$ cat config.mk
export PLATFORM = sky130hd
export DESIGN_NAME = indexed_array_list_unit
export DESIGN_NICKNAME = d
export VERILOG_FILES = /design/src/iam_pkg.sv /design/src/iam_cell.sv /design/src/indexed_array_list_unit.sv
export SDC_FILE = /design/constraint.sdc
export NUM_CORES = 1
export LEC_CHECK = 0
export BUFFER_PORTS_ARGS = -buffer_cell sky130_fd_sc_hd__buf_4
export CORE_UTILIZATION = 45
export DETAILED_ROUTE_END_ITERATION = 8
export GPL_ROUTABILITY_DRIVEN = 1
export GPL_TIMING_DRIVEN = 0
export MAX_ROUTING_LAYER = met4
export PLACE_DENSITY = 0.69
export SYNTH_ARGS = -nofsm -noshare
export SYNTH_HDL_FRONTEND = slang
export SYNTH_SLANG_ARGS = --single-unit
$ cat constraint.sdc
create_clock -name clock -period 9 [get_ports clock]
set_clock_uncertainty 0.15 [all_clocks]
set_input_delay 0.45 -clock clock [delete_from_list [all_inputs] [get_ports clock]]
set_output_delay 0.45 -clock clock [all_outputs]
set_load 0.01 [all_outputs]
$ cat src/iam_pkg.sv
// Shared types, constants and codes for the indexed array list unit.
package iam_pkg;

   localparam int CAPACITY = 16;
   localparam int IDX_W    = $clog2(CAPACITY);
   localparam int CNT_W    = 5;
   localparam int POS_W    = 5;
   localparam int WORD_W   = 32;
   localparam int ACT_W    = 3;
   localparam int ST_W     = 2;

   localparam logic [ACT_W-1:0] ACT_APPEND = 3'd0;
   localparam logic [ACT_W-1:0] ACT_DROP   = 3'd1;
   localparam logic [ACT_W-1:0] ACT_READ   = 3'd2;
   localparam logic [ACT_W-1:0] ACT_WRITE  = 3'd3;
   localparam logic [ACT_W-1:0] ACT_REMOVE = 3'd4;

   localparam logic [ST_W-1:0] ST_OK    = 2'd0;
   localparam logic [ST_W-1:0] ST_RANGE = 2'd1;
   localparam logic [ST_W-1:0] ST_EMPTY = 2'd2;
   localparam logic [ST_W-1:0] ST_FULL  = 2'd3;

   localparam logic [CNT_W-1:0] CNT_FULL = CNT_W'(CAPACITY);

   typedef struct packed {
      logic [ACT_W-1:0]         action;
      logic [POS_W-1:0]         position;
      logic signed [WORD_W-1:0] word_in;
   } req_type;

   typedef struct packed {
      logic signed [WORD_W-1:0] word_out;
      logic [ST_W-1:0]          status;
      logic [CNT_W-1:0]         count_now;
   } rsp_type;

   // per-cell control from the sequencer
   typedef struct packed {
      logic load;
      logic shift;
   } cell_ctl_type;

endpackage

$ cat src/iam_cell.sv
// One storage cell of the list: holds an entry, loads a word or takes its upper neighbour's.
module iam_cell (
   input  logic                              clock,
   input  iam_pkg::cell_ctl_type             ctl,
   input  logic signed [iam_pkg::WORD_W-1:0] wr_word,
   input  logic signed [iam_pkg::WORD_W-1:0] upper_word,
   output logic signed [iam_pkg::WORD_W-1:0] word
);
   import iam_pkg::*;

   logic signed [WORD_W-1:0] word_ff;
   logic signed [WORD_W-1:0] word_in;

   always_comb begin
      priority if (ctl.shift) begin
         word_in = upper_word;
      end else if (ctl.load) begin
         word_in = wr_word;
      end else begin
         word_in = word_ff;
      end
   end

   always_ff @(posedge clock) begin
      word_ff <= word_in;
   end

   assign word = word_ff;
endmodule

$ cat src/indexed_array_list_unit.sv
// Top level of the indexed array list unit: sequencer, row of entry cells, result register.
//
// Usage
//  - Command channel: drive req_data and raise start; a beat is taken at a rising
//    edge where start is high and busy is low. busy stays low, so a beat may be
//    offered in every cycle.
//  - Each beat yields one result beat: rsp_valid is high for exactly one cycle,
//    in the cycle after the command beat, with rsp_data holding the word read, the
//    status and the entry count after the action.
//  - Throughput: one command per cycle. Every action, removal included, is done
//    in the cycle it is taken: all cells at or above the index copy their upper
//    neighbour in parallel, so the count and entries are current for the next beat.
//  - Results are held in the result register.
//  - The receiver has no back-pressure; it must take each result beat as shown.
//  - Reset (synchronous, active high) clears the count and the result strobe.
//    Cell contents are left as they are; no action reads a cell at or above the
//    count, so stale data is never seen.
//  - Failed actions (full, empty, index out of range) are flagged in status and
//    leave the state untouched. Unknown action codes report ok and change nothing.
module indexed_array_list_unit (
   input  logic             clock,
   input  logic             reset,
   input  logic             start,
   output logic             busy,
   input  iam_pkg::req_type req_data,
   output logic             rsp_valid,
   output iam_pkg::rsp_type rsp_data
);
   import iam_pkg::*;

   logic [CNT_W-1:0] count_ff;
   logic [CNT_W-1:0] count_in;
   logic             rsp_valid_ff;
   rsp_type          rsp_ff;
   rsp_type          rsp_in;
   logic             accept;

   // sequencer decisions for this beat
   logic             load_en;
   logic [IDX_W-1:0] load_idx;
   logic             shift_en;
   logic [IDX_W-1:0] shift_idx;
   logic [ST_W-1:0]  idx_st;

   cell_ctl_type             cell_ctl [CAPACITY];
   logic signed [WORD_W-1:0] cell_word [CAPACITY];

   // whole-cycle actions: never stalls
   assign busy   = 1'b0;
   assign accept = start && !busy;

   // index check shared by read, write and remove
   always_comb begin
      priority if (count_ff == '0) begin
         idx_st = ST_EMPTY;
      end else if (req_data.position >= count_ff) begin
         idx_st = ST_RANGE;
      end else begin
         idx_st = ST_OK;
      end
   end

   always_comb begin
      count_in         = count_ff;
      load_en          = 1'b0;
      load_idx         = req_data.position[IDX_W-1:0];
      shift_en         = 1'b0;
      shift_idx        = req_data.position[IDX_W-1:0];
      rsp_in.word_out  = '0;
      rsp_in.status    = ST_OK;
      unique case (req_data.action)
         ACT_APPEND: begin
            if (count_ff >= CNT_FULL) begin
               rsp_in.status = ST_FULL;
            end else begin
               load_en  = accept;
               load_idx = count_ff[IDX_W-1:0];
               count_in = count_ff + CNT_W'(1);
            end
         end
         ACT_DROP: begin
            if (count_ff == '0) begin
               rsp_in.status = ST_EMPTY;
            end else begin
               count_in = count_ff - CNT_W'(1);
            end
         end
         ACT_READ: begin
            rsp_in.status   = idx_st;
            rsp_in.word_out = (idx_st == ST_OK) ? cell_word[req_data.position[IDX_W-1:0]]
                                                : '1;
         end
         ACT_WRITE: begin
            rsp_in.status = idx_st;
            load_en       = accept && (idx_st == ST_OK);
         end
         ACT_REMOVE: begin
            rsp_in.status = idx_st;
            if (idx_st == ST_OK) begin
               shift_en = accept;
               count_in = count_ff - CNT_W'(1);
            end
         end
         default: begin
         end
      endcase
      rsp_in.count_now = count_in;
   end

   // row of cells; each one takes its upper neighbour on a removal at or below it
   for (genvar i = 0; i < CAPACITY; i++) begin : g_cell
      logic signed [WORD_W-1:0] upper;

      if (i == CAPACITY - 1) begin : g_top
         assign upper = cell_word[i];
      end else begin : g_mid
         assign upper = cell_word[i+1];
      end

      assign cell_ctl[i].load  = load_en && (load_idx == IDX_W'(i));
      assign cell_ctl[i].shift = shift_en && (IDX_W'(i) >= shift_idx);

      iam_cell u_cell (
         .clock      (clock),
         .ctl        (cell_ctl[i]),
         .wr_word    (req_data.word_in),
         .upper_word (upper),
         .word       (cell_word[i])
      );
   end

   always_ff @(posedge clock) begin
      if (reset) begin
         count_ff     <= '0;
         rsp_valid_ff <= 1'b0;
      end else begin
         rsp_valid_ff <= accept;
         if (accept) begin
            count_ff <= count_in;
         end
      end
   end

   always_ff @(posedge clock) begin
      if (accept) begin
         rsp_ff <= rsp_in;
      end
   end

   assign rsp_valid = rsp_valid_ff;
   assign rsp_data  = rsp_ff;

   // count never passes the capacity
   a_count_bound: assert property (@(posedge clock) disable iff (reset)
      count_ff <= CNT_FULL)
      else $error("entry count above capacity");

   // each command beat gives one result beat in the next cycle
   a_one_result: assert property (@(posedge clock) disable iff (reset)
      accept |=> rsp_valid)
      else $error("result beat missing");

   // reported count matches the held count
   a_count_report: assert property (@(posedge clock) disable iff (reset)
      rsp_valid |-> (rsp_data.count_now == count_ff))
      else $error("reported count differs from held count");

   // full is only reported with a full list
   a_full_status: assert property (@(posedge clock) disable iff (reset)
      (rsp_valid && (rsp_data.status == ST_FULL)) |-> (rsp_data.count_now == CNT_FULL))
      else $error("full status on a list that is not full");
endmodule
==> impl_metrics.py <==
metrics = {
    "outcome": {
        "status": "complete, no violations",
    },
    "worst_setup_path": {
        "r2r_cells": 11,
        "worstSetupStartpointType": "primary input",
        "reg2reg_from": "count_ff[2]",
        "rr_endpoint": "g_cell[9].u_cell.word[19]",
        "end_kind": "register",
        "critPathLaunch": "req_data[32]",
        "cp.required_ns": 9.17,
        "cp_max_fo": 17,
        "crit_chain": "buf_2 > buf_2 > buf_1 > inv_1 > ha_1 > nand2b_1 > a31oi_2 > o21a_1 > clkbuf_1 > a22o_1 > o21ai_0 > o21ai_4 > buf_12",
        "crit_top_cell": "buf_2",
        "critPathMaxStageDelay_ns": 0.85,
        "crit_type": "in -> reg",
        "crit_family": "buffers and inverters",
        "critPathSlowestCell": "o21ai_4",
        "r2r_slack_ns": 4.10,
        "cp.arrival_ns": 5.53,
        "path_buf_inv": 6,
    },
    "detailed_routing": {
        "dr_wl_met2_um": 38600,
        "routed.top_layer": "met4",
        "vias_per_cell": 6.17,
        "routed_wl_um": 79600,
        "met1_length_um": 31800,
        "ant_nets": 0,
        "wl_met3_um": 6700,
        "firstDrtPassIters": 5,
        "wl_per_cell_um": 29.4,
        "drtIter0Drc": 1838,
        "drc_errors": 0,
        "num_vias": 16700,
    },
    "hold_path": {
        "min_to": "count_ff[0]",
        "hold_path_class": "in -> reg",
        "min_delay_path_depth": 4,
        "min_from": "req_data[37]",
    },
    "global_routing": {
        "grt_max_degree": 43,
        "grt_util_all_layers": 0.262,
        "grt_overflow": 0,
        "grt_pass1_vias": 17400,
        "grt_antenna_before_repair": 1,
        "grt_pass1_wl_um": 117000,
    },
    "clock_tree": {
        "cts_buffer_depth": 3,
        "root_buffer": "clkbuf_16",
        "h-tree-depth": 2,
        "clkLatencyLatePin_ns": 0.64,
        "numCtsBuffers": 59,
        "cts_tree": "built",
        "clk_pin_slew_ns": 0.06,
        "clock_sinks": 557,
        "postCtsSetupBuffers": 0,
        "cts_resized": 0,
    },
    "synthesis": {
        "yosysTopAreaCell": "edfxtp_1",
        "ys_seq_area_frac": 0.596,
        "ys_ff_latch": 557,
        "synth_top_area_frac": 0.591,
        "synth.avg_cell_area_um2": 17.2,
        "synth_nets": 1675,
        "yosysWarnings": 0,
        "synth.cell_area_um2": 28000,
        "netlist_instances": 1625,
        "yosys-top-cells-area": "edfxtp_1 59%, mux2_2 17%, mux4_2 10%",
        "async_reset_ff_frac": 0,
        "synth-main-ff-cell": "edfxtp_1",
        "synth_edf_count": 551,
        "synth_cell_types": 55,
        "synth_common_cells": "551 x edfxtp_1, 425 x mux2_2, 128 x mux4_2, 87 x mux2_4, 72 x clkbuf_1",
        "yosysMostFrequentCell": "edfxtp_1",
    },
    "layout": {
        "nFillCells": 4946,
        "nets": 1875,
        "drive_gt1_frac": 0.486,
        "area_growth_pct": 16.5,
        "final_cell_area_um2": 32600,
        "final_cells": 2710,
    },
    "pwr": {
        "vdd_drop_max_v": 0.000140,
        "p_per_area_nw_per_um2": 177,
        "finalPower_w": 0.00576,
        "power_leakage_nw": 11.1,
    },
    "timing": {
        "fmax_mhz": 186,
        "hold_ws_ns": 0.0999,
        "rsz0062_at_grt": "false",
        "setup_viol": 0,
        "post-route-min-period_ns": 5.37,
        "fin_crit_sh": 0.596,
        "drv_slew": 0,
        "slew_headroom": 0.123,
        "hold_violations": 0,
        "worst_pin_slew_ns": 1.30,
    },
    "floorplanning": {
        "rows": 91,
        "die_w_um": 251,
        "dieArea_um2": 63200,
        "initial_core_util": 0.454,
        "core_area_um2": 61600,
        "die_y_um": 251,
        "ios": 84,
    },
    "place": {
        "dp.cells": 2568,
        "postPlaceCellArea_um2": 30400,
        "port_buffers": 81,
        "dp_hpwl_um": 53300,
        "place_congestion": 0.896,
    },
    "run": {
        "max_cap_violations": 0,
    },
}
==> area by class of cell <==
type,instances,area (µm²),area share
diodes,2,5.00,0.000153
plain buffers,147,688,0.0211
clock buffers,76,1610,0.0494
clock inverters,31,289,0.00886
inverters,11,41.3,0.00127
multi-input cells,910,10800,0.330
flip-flops and latches,557,16700,0.511
well taps,837,1050,0.0321
repair buffers,139,1490,0.0457
==> layer usage <==
layer  GRT usage  vias to the layer above
met5           -                        -
met4      0.0841                        0
met3      0.0493                      168
met2       0.418                      814
met1       0.339                     8762
li1            -                     6981
==> worst max-delay path by stage <==
stage,cells after the start,endpoint,slack [ns]
finish,13,g_cell[9].u_cell.word[19],3.63
global route,13,g_cell[9].u_cell.word[19],3.46
CTS,13,g_cell[13].u_cell.word[19],3.71
detailed placement,13,g_cell[13].u_cell.word[18],3.10
global placement,11,g_cell[0].u_cell.word[18],-1.23
floorplan,12,g_cell[13].u_cell.word[0],3.27
==> cell families (layout without fill, tap and decap cells) <==
family / count (synthesis) / in the layout / share of synthesized area
and+or+nand+nor: 115 / 115 / 0.0196
AOI/OAI and AO/OA: 147 / 147 / 0.0347
buffers and inverters: 158 / 404 / 0.0261
other: 1 / 3 / 0.000134
DFF: 557 / 557 / 0.596
adders and majority gates: 7 / 7 / 0.00313
muxes: 640 / 640 / 0.321
==> cells in the final DEF, fill, tap and decap left out, types with 6 or more instances in the layout <==
cell,synthesis,layout
edfxtp_1,551,551
mux2_2,425,425
mux4_2,128,128
mux2_4,87,87
clkbuf_1,72,83
buf_4,1,82
clkbuf_16,0,60
nand2_1,53,53
buf_2,46,46
a31oi_1,43,43
a22oi_1,34,34
dlygate4sd3_1,0,33
nor2_1,21,21
buf_1,18,18
o21ai_0,27,16
buf_6,10,14
buf_16,0,14
clkinv_1,0,13
o21ai_4,0,11
inv_1,10,10
a21oi_1,10,10
clkinv_2,0,8
nor3_1,8,7
nand3_1,7,7
ha_1,7,7
dfxtp_1,6,6
==> worst min-delay path, delay by kind of cell <==
kind	cells	cell delay [ns]
AO/OA/AOI/OAI	2	0.21
buffers and inverters	1	0.10
AND/OR/NAND/NOR	1	0.06
==> state kept, by name, indices dropped and copies added (netlist names) <==
| name | flops |
|---|---|
| count_ff | 5 |
| g_cell.u_cell.word | 512 |
| rsp_data | 39 |
| rsp_valid | 1 |
==> repair_timing <==
item	4_1_cts	5_1_grt
hold buffers	33	0
hold endpoints to repair	38	0
setup endpoints to repair	0	0
==> where the power goes <==
part | leakage [nW] | internal, W | switching [W]
registers | 5.05 | 0.00287 | 0.00000789
clock network | 0.930 | 0.00140 | 0.00103
logic | 5.09 | 0.000220 | 0.000227
total | 11.1 | 0.00449 | 0.00127
==> stage by stage <==
step | setup TNS, ns | setup slack, ns | utilization
final | 0 | 3.63 | 0.529
after global routing | 0 | 3.46 | 0.529
after CTS | 0 | 3.71 | 0.529
after detailed placement | 0 | 3.10 | 0.493
after global placement | -344.44 | -1.23 | 0.481
after floorplan | 0 | 3.27 | -
No activity file was read; power rests on OpenSTA's default activity.
